**src/rtl/core/kms_pkg.sv**
```systemverilog
// kms_pkg: shared widths, defaults and types for the k-way merge selector.
// No dependencies; compile first.
package kms_pkg;

  localparam int STREAMS_DEF = 8;   // default number of merged streams
  localparam int STREAM_W    = 3;   // width of the stream index fields
  localparam int KEY_W       = 31;  // width of a key
  localparam int QDEPTH      = 4;   // entries in the front-to-back queue

  // One refill command as it travels from front to back.
  typedef struct packed {
    logic [STREAM_W-1:0] stream;
    logic [KEY_W-1:0]    key;
    logic                stream_end;
  } cmd_t;

  // Push side of the queue.
  typedef struct packed {
    logic valid;
    cmd_t cmd;
  } push_t;

  // Head of the queue as the back end sees it.
  typedef struct packed {
    logic valid;
    cmd_t cmd;
  } head_t;

  // Queue occupancy flags.
  typedef struct packed {
    logic full;
    logic empty;
  } q_stat_t;

endpackage

```
**src/rtl/core/kms_in_if.sv**
```systemverilog
// kms_in_if: refill channel (stream, key, stream_end) with valid/ready.
// Depends on kms_pkg.
interface kms_in_if;
  import kms_pkg::*;

  logic                valid;
  logic                ready;
  logic [STREAM_W-1:0] stream;
  logic [KEY_W-1:0]    key;
  logic                stream_end;

  modport source (output valid, output stream, output key, output stream_end, input ready);
  modport sink   (input valid, input stream, input key, input stream_end, output ready);
endinterface

```
**src/rtl/core/kms_out_if.sv**
```systemverilog
// kms_out_if: result channel (winner_stream, winner_key, all_done) with valid/ready.
// Depends on kms_pkg.
interface kms_out_if;
  import kms_pkg::*;

  logic                valid;
  logic                ready;
  logic [STREAM_W-1:0] winner_stream;
  logic [KEY_W-1:0]    winner_key;
  logic                all_done;

  modport source (output valid, output winner_stream, output winner_key, output all_done,
                  input ready);
  modport sink   (input valid, input winner_stream, input winner_key, input all_done,
                  output ready);
endinterface

```
**src/rtl/core/kms_front.sv**
```systemverilog
// kms_front: accepts refill beats, drops those aimed at absent streams,
// and pushes the rest into the queue. Depends on kms_pkg, kms_in_if.
module kms_front #(
  parameter int STREAMS = kms_pkg::STREAMS_DEF
) (
  input  logic             rst,
  kms_in_if.sink           refill,
  input  kms_pkg::q_stat_t q_stat,
  output kms_pkg::push_t   push
);
  import kms_pkg::*;

  logic in_range;

  assign refill.ready = !q_stat.full;
  assign in_range     = int'(refill.stream) < STREAMS;

  always_comb begin
    push.valid          = refill.valid && refill.ready && in_range && !rst;
    push.cmd.stream     = refill.stream;
    push.cmd.key        = refill.key;
    push.cmd.stream_end = refill.stream_end;
  end

endmodule

```
**src/rtl/core/kms_queue.sv**
```systemverilog
// kms_queue: short register FIFO of refill commands between front and back.
// Depends on kms_pkg.
module kms_queue (
  input  logic             clk,
  input  logic             rst,
  input  kms_pkg::push_t   push,
  input  logic             pop,
  output kms_pkg::head_t   head,
  output kms_pkg::q_stat_t stat
);
  import kms_pkg::*;

  localparam int PW = (QDEPTH > 1) ? $clog2(QDEPTH) : 1;
  localparam int CW = $clog2(QDEPTH + 1);

  cmd_t          slots [QDEPTH];
  logic [PW-1:0] wr_ptr;
  logic [PW-1:0] rd_ptr;
  logic [CW-1:0] count;
  logic          do_pop;

  assign stat.full  = (count == CW'(QDEPTH));
  assign stat.empty = (count == '0);
  assign do_pop     = pop && !stat.empty;

  assign head.valid = !stat.empty;
  assign head.cmd   = slots[rd_ptr];

  always_ff @(posedge clk) begin
    if (push.valid) begin
      slots[wr_ptr] <= push.cmd;
    end
  end

  always_ff @(posedge clk) begin
    if (rst) begin
      wr_ptr <= '0;
      rd_ptr <= '0;
      count  <= '0;
    end else begin
      if (push.valid) begin
        wr_ptr <= (wr_ptr == PW'(QDEPTH - 1)) ? '0 : wr_ptr + 1'b1;
      end
      if (do_pop) begin
        rd_ptr <= (rd_ptr == PW'(QDEPTH - 1)) ? '0 : rd_ptr + 1'b1;
      end
      case ({push.valid, do_pop})
        2'b10:   count <= count + 1'b1;
        2'b01:   count <= count - 1'b1;
        default: count <= count;
      endcase
    end
  end

endmodule

```
**src/rtl/core/kms_back.sv**
```systemverilog
// kms_back: head registers, minimum-select tree and output register.
// Applies one queued refill per cycle while the result is not stalled. Depends on kms_pkg, kms_out_if.
module kms_back #(
  parameter int STREAMS = kms_pkg::STREAMS_DEF
) (
  input  logic           clk,
  input  logic           rst,
  input  kms_pkg::head_t head,
  output logic           pop,
  kms_out_if.source      result
);
  import kms_pkg::*;

  localparam int SW = $clog2(STREAMS);
  localparam int P  = 1 << SW;

  logic [KEY_W-1:0]   head_key [STREAMS];
  logic [STREAMS-1:0] head_valid;
  logic [STREAMS-1:0] head_ended;
  logic               finished;

  logic [KEY_W-1:0]   key_next [STREAMS];
  logic [STREAMS-1:0] valid_next;
  logic [STREAMS-1:0] ended_next;
  logic [STREAMS-1:0] win_clear;

  logic               node_v [2*P];
  logic [KEY_W-1:0]   node_k [2*P];
  logic [SW-1:0]      node_i [2*P];

  logic               out_valid;
  logic [STREAM_W-1:0] out_stream;
  logic [KEY_W-1:0]   out_key;
  logic               out_done;

  logic               back_ready;
  logic               apply;
  logic [SW-1:0]      sel;
  logic               all_end;
  logic               heads_ready;
  logic               emit;

  assign back_ready = !out_valid || result.ready;
  assign pop        = head.valid && back_ready;
  assign apply      = pop && !finished;
  assign sel        = SW'(head.cmd.stream);

  // Refill or end the addressed head.
  always_comb begin
    key_next   = head_key;
    valid_next = head_valid;
    ended_next = head_ended;
    if (apply) begin
      if (head.cmd.stream_end) begin
        ended_next[sel] = 1'b1;
        valid_next[sel] = 1'b0;
      end else if (!head_ended[sel]) begin
        key_next[sel]   = head.cmd.key;
        valid_next[sel] = 1'b1;
      end
    end
  end

  // Minimum tree; left child holds lower indices, so it wins ties.
  always_comb begin
    for (int n = 0; n < P; n++) begin
      node_v[n] = 1'b0;
      node_k[n] = '0;
      node_i[n] = '0;
    end
    for (int l = 0; l < P; l++) begin
      node_v[P+l] = (l < STREAMS) ? valid_next[l] : 1'b0;
      node_k[P+l] = (l < STREAMS) ? key_next[l] : '0;
      node_i[P+l] = SW'(l);
    end
    for (int n = P - 1; n >= 1; n--) begin
      if (node_v[2*n] && (!node_v[2*n+1] || node_k[2*n] <= node_k[2*n+1])) begin
        node_v[n] = node_v[2*n];
        node_k[n] = node_k[2*n];
        node_i[n] = node_i[2*n];
      end else begin
        node_v[n] = node_v[2*n+1];
        node_k[n] = node_k[2*n+1];
        node_i[n] = node_i[2*n+1];
      end
    end
  end

  assign all_end     = &ended_next;
  assign heads_ready = &(valid_next | ended_next);
  assign emit        = apply && (all_end || (heads_ready && node_v[1]));

  // drop the winning head so its stream must refill
  always_comb begin
    win_clear = '0;
    if (!all_end && heads_ready && node_v[1]) begin
      win_clear[node_i[1]] = 1'b1;
    end
  end

  always_ff @(posedge clk) begin
    if (apply) begin
      head_key <= key_next;
    end
  end

  always_ff @(posedge clk) begin
    if (rst) begin
      head_valid <= '0;
      head_ended <= '0;
      finished   <= 1'b0;
      out_valid  <= 1'b0;
    end else begin
      if (apply) begin
        head_ended <= ended_next;
        head_valid <= valid_next & ~win_clear;
        if (all_end) begin
          finished <= 1'b1;
        end
      end
      if (pop) begin
        out_valid <= emit;
      end else if (result.ready) begin
        out_valid <= 1'b0;
      end
    end
  end

  always_ff @(posedge clk) begin
    if (pop) begin
      out_done   <= all_end;
      out_stream <= all_end ? '0 : STREAM_W'(node_i[1]);
      out_key    <= all_end ? '0 : node_k[1];
    end
  end

  assign result.valid         = out_valid;
  assign result.winner_stream = out_stream;
  assign result.winner_key    = out_key;
  assign result.all_done      = out_done;

endmodule

```
**src/rtl/core/kway_merge_selector_top.sv**
```systemverilog
// kway_merge_selector_top: k-way merge selector, front/queue/back.
// Depends on kms_pkg, kms_in_if, kms_out_if, kms_front, kms_queue, kms_back.
//
//   channel  dir  fields                                   beat when
//   refill   in   stream[2:0] key[30:0] stream_end         valid && ready
//   result   out  winner_stream[2:0] winner_key[30:0]      valid && ready
//                 all_done
//
// One refill beat per cycle while the queue is not full; the back end applies
// one queued refill per cycle while the result is not stalled, and selects
// the minimum over all heads in that cycle. A refill beat passes through the
// queue and then the output register before result valid rises.
// Reset is synchronous and clears all heads, flags and the queue.
// A stalled result holds the back end; the queue absorbs up to four refills.
module kway_merge_selector_top #(
  parameter int STREAMS = kms_pkg::STREAMS_DEF
) (
  input  logic      clk,
  input  logic      rst,
  kms_in_if.sink    refill,
  kms_out_if.source result
);
  import kms_pkg::*;

  push_t   push;
  head_t   head;
  q_stat_t q_stat;
  logic    pop;

  kms_front #(.STREAMS(STREAMS)) u_front (
    .rst    (rst),
    .refill (refill),
    .q_stat (q_stat),
    .push   (push)
  );

  kms_queue u_queue (
    .clk  (clk),
    .rst  (rst),
    .push (push),
    .pop  (pop),
    .head (head),
    .stat (q_stat)
  );

  kms_back #(.STREAMS(STREAMS)) u_back (
    .clk    (clk),
    .rst    (rst),
    .head   (head),
    .pop    (pop),
    .result (result)
  );

  a_q_flags: assert property (@(posedge clk) disable iff (rst)
    !(q_stat.full && q_stat.empty))
    else $error("queue full and empty together");

  a_no_overflow: assert property (@(posedge clk) disable iff (rst)
    push.valid |-> (!q_stat.full && refill.valid && refill.ready))
    else $error("push into full queue or without a refill beat");

  a_done_zero: assert property (@(posedge clk) disable iff (rst)
    (result.valid && result.all_done) |-> (result.winner_key == '0 &&
                                           result.winner_stream == '0))
    else $error("done result carries non-zero fields");

  a_pop_head: assert property (@(posedge clk) disable iff (rst)
    pop |-> head.valid)
    else $error("pop from empty queue");

endmodule
```
**src/flat_wrapper.sv**
```systemverilog
// flat-port wrapper written by rule: the top's interface ports become plain ports
module kway_merge_selector_top_flat import kms_pkg::*;
#(
  parameter int STREAMS = kms_pkg::STREAMS_DEF
)
  (clk, rst, refill_valid, refill_stream, refill_key, refill_stream_end, refill_ready, result_valid, result_winner_stream, result_winner_key, result_all_done, result_ready);
  kms_in_if refill_i ();
  kms_out_if result_i ();
  input  logic clk;
  input  logic rst;
  input wire logic [$bits(refill_i.valid)-1:0] refill_valid;
  input wire logic [$bits(refill_i.stream)-1:0] refill_stream;
  input wire logic [$bits(refill_i.key)-1:0] refill_key;
  input wire logic [$bits(refill_i.stream_end)-1:0] refill_stream_end;
  output wire logic [$bits(refill_i.ready)-1:0] refill_ready;
  output wire logic [$bits(result_i.valid)-1:0] result_valid;
  output wire logic [$bits(result_i.winner_stream)-1:0] result_winner_stream;
  output wire logic [$bits(result_i.winner_key)-1:0] result_winner_key;
  output wire logic [$bits(result_i.all_done)-1:0] result_all_done;
  input wire logic [$bits(result_i.ready)-1:0] result_ready;
  assign refill_i.valid = refill_valid;
  assign refill_i.stream = refill_stream;
  assign refill_i.key = refill_key;
  assign refill_i.stream_end = refill_stream_end;
  assign refill_ready = refill_i.ready;
  assign result_valid = result_i.valid;
  assign result_winner_stream = result_i.winner_stream;
  assign result_winner_key = result_i.winner_key;
  assign result_all_done = result_i.all_done;
  assign result_i.ready = result_ready;
  kway_merge_selector_top #(.STREAMS(STREAMS)) u_core (.clk(clk), .rst(rst), .refill(refill_i), .result(result_i));
endmodule
```
**config.mk**
```make
export PLATFORM = sky130hd
export DESIGN_NAME = kway_merge_selector_top_flat
export DESIGN_NICKNAME = d
export VERILOG_FILES = /design/src/rtl/core/kms_pkg.sv /design/src/rtl/core/kms_in_if.sv /design/src/rtl/core/kms_out_if.sv /design/src/rtl/core/kms_front.sv /design/src/rtl/core/kms_queue.sv /design/src/rtl/core/kms_back.sv /design/src/rtl/core/kway_merge_selector_top.sv /design/src/flat_wrapper.sv
export SDC_FILE = /design/constraint.sdc
export NUM_CORES = 1
export LEC_CHECK = 0
export BUFFER_PORTS_ARGS = -buffer_cell sky130_fd_sc_hd__buf_2
export CORE_MARGIN = 5
export CORE_UTILIZATION = 34
export CTS_CLUSTER_SIZE = 28
export DETAILED_ROUTE_END_ITERATION = 6
export PLACE_DENSITY = 0.6
export SLEW_MARGIN = 40
export SYNTH_ARGS = -nofsm -noshare
export SYNTH_HDL_FRONTEND = slang
export SYNTH_SLANG_ARGS = --single-unit
```
**constraint.sdc**
```tcl
create_clock -name clk -period 13.45 [get_ports clk]
set_input_delay 0.6725 -clock clk [delete_from_list [all_inputs] [get_ports clk]]
set_output_delay 0.6725 -clock clk [all_outputs]
set_load 0.005 [all_outputs]
```
==> out/metrics.yaml, run 1 <==
run_status:
  status: "completed"
timing:
  fmax_ghz: 0.07801
  worst_slew_pin_slew_ns: 0.8384
  setup_viol: 0
  rsz0062_at_grt: "no"
  hold_violations: 0
  relSlewSlack_pct: 44.11
  fin_crit_sh_pct: 95.31
  setup_tns_ns: 0
  post-route-min-period_ns: 12.82
  slew_viol_final: 0
  finClkSkew_ns: 0.02226
clocking:
  cts_max_path_buffers: 3
  ctsRootBufferMaster: "clkbuf_16"
  h-tree-depth: 2
  cts.sinks: 450
  tritoncts: "built"
  clk_latency_ns: 0.62
  ctsResizeCount: 0
  numCtsBuffers: 51
  clk_pin_slew_ns: 0.06
critical_path:
  slowest_delay_ns: 0.66
  path_class: "reg2reg"
  arrival_ns: 13.26
  required_ns: 13.89
  crit_slowest_cell: "or4_1"
  crit_path_start_kind: "flip-flop"
  cp_max_fo: 36
  crit_path_end_kind: "flip-flop"
floorplan:
  core_um2: 77210
  pin_count: 76
  row_count: 102
  die_w_um: 288.5
  dieArea_um2: 83250
  start_util_pct: 34.16
  die_y_um: 288.5
global_route:
  grt_max_degree: 101
  grt_overflow: 0
  first_global_vias: 17660
  grt_use_met3_pct: 2.242
  grt_usage_pct: 16.92
  grt_pass1_wl_um: 108700
  antenna_found_initial: 3
  gr-usage-met2_pct: 27.74
  grt_use_met1_pct: 23.59
  busiest_layer: "met2"
worst_hold_path:
  hold_class: "in2reg"
logic_synthesis:
  synthesis.instances: 2149
  synth_cell_type_count: 81
  seq_area_frac_synth_pct: 50.21
  yosysWarnings: 0
  yosys.area.top_type: "edfxtp_1"
  synth_top_area_share_pct: 48.16
  synthesis.area_um2: 26380
  synth_nets: 2410
  async_flop_share_pct: 0
  netlist_top_cells_area: "edfxtp_1 48%, ha_1 10%, mux2i_1 8.3%"
  synth_edf_count: 423
  syn_avg_cell_area_um2: 12.27
  synth-main-ff-cell: "edfxtp_1"
  synth-seq-cells: 450
final_layout:
  syn_to_final_growth_pct: 12.57
  fin_area_um2: 29690
  drive_gt1_share_pct: 18.02
  fin_cells: 3311
  mostFrequentLayoutCells: "423 x edfxtp_1, 221 x ha_1, 220 x mux2i_1"
  layout.nets: 2489
  multi_input_area_um2: 12020
  final_common_cell: "edfxtp_1"
  final-seq-area_um2: 13250
  nFillCells: 7383
flow_run:
  max-cap-violations: 0
routing:
  drtAntennaViolNets: 0
  wl_um: 71800
  firstDrtPassIters: 5
  vias: 17580
  route.detailed.drc: 0
  post_drt_wl_per_cell_um: 21.69
  viasPerCell: 5.309
  drt_iter0_markers: 1406
placement:
  port_buffers: 75
  hpwlAfterDp_um: 52630
  dp.cells: 3213
  gp_congestion: 0.9024
  dpl_cell_area_um2: 28060
-- synthesized netlist by cell type (27+ instances only) --
cell type and number:
inv_1 219, dfxtp_1 27, a21o_1 32, mux4_2 35, mux2_2 99, a21oi_1 89
mux2i_1 220, mux2_4 29, o2bb2ai_1 31, nand4_1 39, ha_1 221, a21oi_2 31
edfxtp_1 423, clkbuf_1 44, nor2_1 109, nand3_1 29, o21ai_0 45, nand2_1 152
-- cell families after synthesis --
logic type / Yosys count / synth area share (%)
AOI/OAI and AO/OA: 344 / 9.136
xor gates and xnor gates: 4 / 0.1328
adders and majority gates: 223 / 10.60
buffers and inverters: 300 / 4.606
DFF: 450 / 50.21
muxes: 384 / 17.26
and+or+nand+nor: 444 / 8.064
-- state kept, by name, summed over array words and instances (netlist names), named ones only --
name / flops
u_core.u_back.finished: 1
u_core.u_queue.slots: 140
u_core.u_queue.rd_ptr: 2
u_core.u_back.head_key: 248
u_core.u_back.result.all_done: 1
u_core.u_back.result.valid: 1
u_core.u_back.head_valid: 8
u_core.u_back.result.winner_key: 31
u_core.u_queue.count: 3
u_core.u_queue.wr_ptr: 2
u_core.u_back.result.winner_stream: 3
u_core.u_back.head_ended: 8
-- critical path, delay by kind of cell, from the launching register on --
kind | cells | cell delay [ns]
AO/OA/AOI/OAI | 16 | 4.79
adder cells (fa/ha/maj) | 3 | 0.94
buffers and inverters | 4 | 1.25
flip-flops | 1 | 0.42
multiplexers | 3 | 1.61
AND/OR/NAND/NOR | 9 | 3.60
-- cell type report --
type                       instances  area share [%]
clock buffer                      60           4.412
multi-input combinational       1399           40.50
sequential                       450           44.61
timing repair buffer             107           2.267
tap                             1040           4.383
inverter                         219           2.802
clock inverter                    35           1.020
antenna                            1        0.008428
-- through the flow --
step | setup WS, ns | hold WS (ns) | utilization, %
after floorplan | 3.559 | 0.4541 | -
final | 0.6309 | 0.2714 | 38.45
after global routing | 0.1048 | 0.2432 | 38.45
after CTS | 0.4701 | 0.2426 | 38.43
after global placement | 0.1851 | 0.4732 | 36.29
after detailed placement | 0.5357 | 0.4800 | 36.34
-- final timing paths --
| path | start | end | slack (ns) | cells past startpoint |
|---|---|---|---|---|
| min reg2reg | u_core.u_queue.rd_ptr[1] | flip-flop | 0.49 | 2 |
| max reg2reg | flip-flop | u_core.u_back.head_valid[0] | 0.63 | 35 |
| min | refill_key[25] | u_core.u_queue.slots[1][26] | 0.27 | 1 |
| max | flip-flop | u_core.u_back.head_valid[0] | 0.63 | 35 |
-- routing by layer --
layer,vias up,wire length (um)
met1,8709,33070
met2,501,32990
met3,110,3543
li1,8256,-
met5,-,13
met4,2,2186
-- what timing repair did --
item / in CTS / in global routing
hold buffers: 0 / 0
buffers inserted: 0 / 2
setup endpoints to repair: 0 / 3
Power of run 1 is left out: the tool's default activity adds up to more than one toggle a clock period on the data nets, which glitch-free logic cannot reach.
==> run 2: changes to the inputs <==
- BUFFER_PORTS_ARGS: -buffer_cell sky130_fd_sc_hd__buf_2 -> not set
- DONT_BUFFER_PORTS: not set -> 1
- PLACE_DENSITY: 0.6 -> 0.59
==> run 2 against run 1 <==
Clock-buffer cell count shrank 6. Global-route usage shrank 0.37 points. Critical path type unchanged. Non-clock buffer count shrank 78. Clock skew grew 0.0057 ns. Largest cell class unchanged. Design area is 0.99% lower. Critical path depth grew 1.
==> out/metrics.yaml, run 2 (synthesis results as in run 1) <==
clocking:
  ctsRootBufferMaster: "clkbuf_16"
  ctsResizeCount: 0  # unchanged
  clk_latency_ns: 0.62  # about the same
  tritoncts: "built"
  cts.sinks: 450  # unchanged
  cts_max_path_buffers: 3  # unchanged
  numCtsBuffers: 51  # unchanged
  post-cts-setup-buffers: 0  # unchanged
  h-tree-depth: 2  # unchanged
  holdBufCountCts: 0  # unchanged
  clk_pin_slew_ns: 0.06  # about the same
timing:
  fmax_ghz: 0.08152  # +4.5%
  hold_violations: 0  # unchanged
  relSlewSlack_pct: 44.68  # +0.57 points
  rsz0062_at_grt: "no"
  worst_slew_pin_slew_ns: 0.8248  # -0.01357 ns
  fin_crit_sh_pct: 91.20  # -4.1 points
  setup_tns_ns: 0  # unchanged
  slew_viol_final: 0  # unchanged
  post-route-min-period_ns: 12.27  # -0.5529 ns
  setup_viol: 0  # unchanged
  finClkSkew_ns: 0.02796  # +0.005698 ns
global_route:
  grt_overflow: 0  # unchanged
  grt_use_met3_pct: 3.686  # +1.4 points
  antenna_found_initial: 0  # -3
  grt_use_met1_pct: 23.02  # -0.57 points
  grt_pass1_wl_um: 105900  # -2.6%
  gr-usage-met2_pct: 26.03  # -1.7 points
  grt_usage_pct: 16.56  # -0.37 points
  busiest_layer: "met2"
  first_global_vias: 17220  # -2.5%
  grt_max_degree: 105  # +4.0%
critical_path:
  arrival_ns: 12.59  # -0.67 ns
  cp_common_cell: "a211oi_1"
  reg2regPathDepth: 36  # +2.9%
  crit_path_end_kind: "flip-flop"
  slowest_delay_ns: 0.62  # -0.04 ns
  cp_max_fo: 25  # -31%
  required_ns: 13.77  # -0.12 ns
  crit_slowest_cell: "nor3_1"
  endpoint: "u_core.u_back.result.winner_stream[0]"
  rr_endpoint: "u_core.u_back.result.winner_stream[0]"
  rrSetupSlack_ns: 1.18  # +0.55 ns
  path_class: "reg2reg"
  crit_path_start_kind: "flip-flop"
final_layout:
  mostFrequentLayoutCells: "423 x edfxtp_1, 221 x ha_1, 220 x mux2i_1"
  top_register: "u_core.u_back.head_key"
  fin_area_um2: 29400  # -0.99%
  nFillCells: 7314  # -0.93%
  final_common_cell: "edfxtp_1"
  largest_register_ffs: 248  # unchanged
  drive_gt1_share_pct: 15.46  # -2.6 points
  antennaDiodeCount: 0  # -1
  layout.nets: 2411  # -3.1%
  syn_to_final_growth_pct: 11.45
placement:
  hpwlAfterDp_um: 51930  # -1.3%
  gp_congestion: 0.9095  # +0.79%
  port_buffers: 0  # -100%
  dpl_cell_area_um2: 27660  # -1.4%
routing:
  post_drt_wl_per_cell_um: 21.73  # +0.20%
  drt_iter0_markers: 1261  # -10%
  viasPerCell: 5.287  # -0.41%
  drtAntennaViolNets: 0  # unchanged
  route.detailed.drc: 0  # unchanged
  vias: 17090  # -2.8%
  firstDrtPassIters: 5  # unchanged
  wl_um: 70250  # -2.2%
floorplan:
  core_um2: 77210  # unchanged
  die_y_um: 288.5  # unchanged
  die_w_um: 288.5  # unchanged
  dieArea_um2: 83250  # unchanged
  start_util_pct: 34.16  # unchanged
  pin_count: 76  # unchanged
  row_count: 102  # unchanged
run_status:
  status: "completed"
worst_hold_path:
  hold_class: "in2reg"
  holdPathStages: 1  # unchanged
flow_run:
  max-cap-violations: 0  # unchanged
==> run 2: cell types whose count changed in the layout (fill, tap and decap cells not counted), sizes merged <==
cell / change
bufinv: +3
clkbuf: -6
clkinv: +2
diode: -1
clkinvlp: +2
buf: -78
==> run 2: area by class of cell <==
| cell class | count | area [um2] | area share [%] |
|---|---|---|---|
| clock buffers | 54 | 1287 | 4.380 |
| clock inverters | 42 | 420.4 | 1.430 |
| inverters | 219 | 832.0 | 2.830 |
| multi-input cells | 1399 | 12040 | 40.96 |
| flip-flops and latches | 450 | 13250 | 45.06 |
| well taps | 1040 | 1301 | 4.426 |
| repair buffers | 29 | 270.3 | 0.9193 |
==> run 2: stage by stage <==
stage	util [%]	worst slack, ns	hold WS (ns)	std cells
2_1_floorplan	-	3.559	0.4541	2149
3_3_place_gp	35.77	0.8276	0.4688	3136
3_5_place_dp	35.82	1.051	0.4625	3136
4_1_cts	38.03	1.004	0.06514	3232
5_1_grt	38.07	0.4966	0.08751	3233
6_report	38.07	1.184	0.1126	3233
==> run 2: critical path: cells and delay by family (launching register included) <==
family	cells	cell delay [ns]
flops	1	0.37
fa+ha+maj	4	1.05
buf+inv	3	0.84
simple gates	7	2.91
mux	4	1.68
compound gates	18	5.07
==> run 2: layer usage <==
layer / part of all wire [%] / vias up
met1: 46 / 8410
met4: 3.1 / 0
li1: - / 8096
met3: 6.5 / 112
met5: 0 / -
met2: 45 / 475
==> run 2: how the worst min path moves through the flow <==
stage                             start                       end
2_1_floorplan  u_core.u_queue.rd_ptr[1]                 flip-flop
3_3_place_gp   u_core.u_queue.rd_ptr[1]                 flip-flop
3_5_place_dp   u_core.u_queue.rd_ptr[1]                 flip-flop
4_1_cts                             rst   u_core.u_queue.count[2]
5_1_grt                             rst  u_core.u_queue.wr_ptr[0]
6_report                            rst   u_core.u_queue.count[2]
Power of run 2 is left out for the same reason.
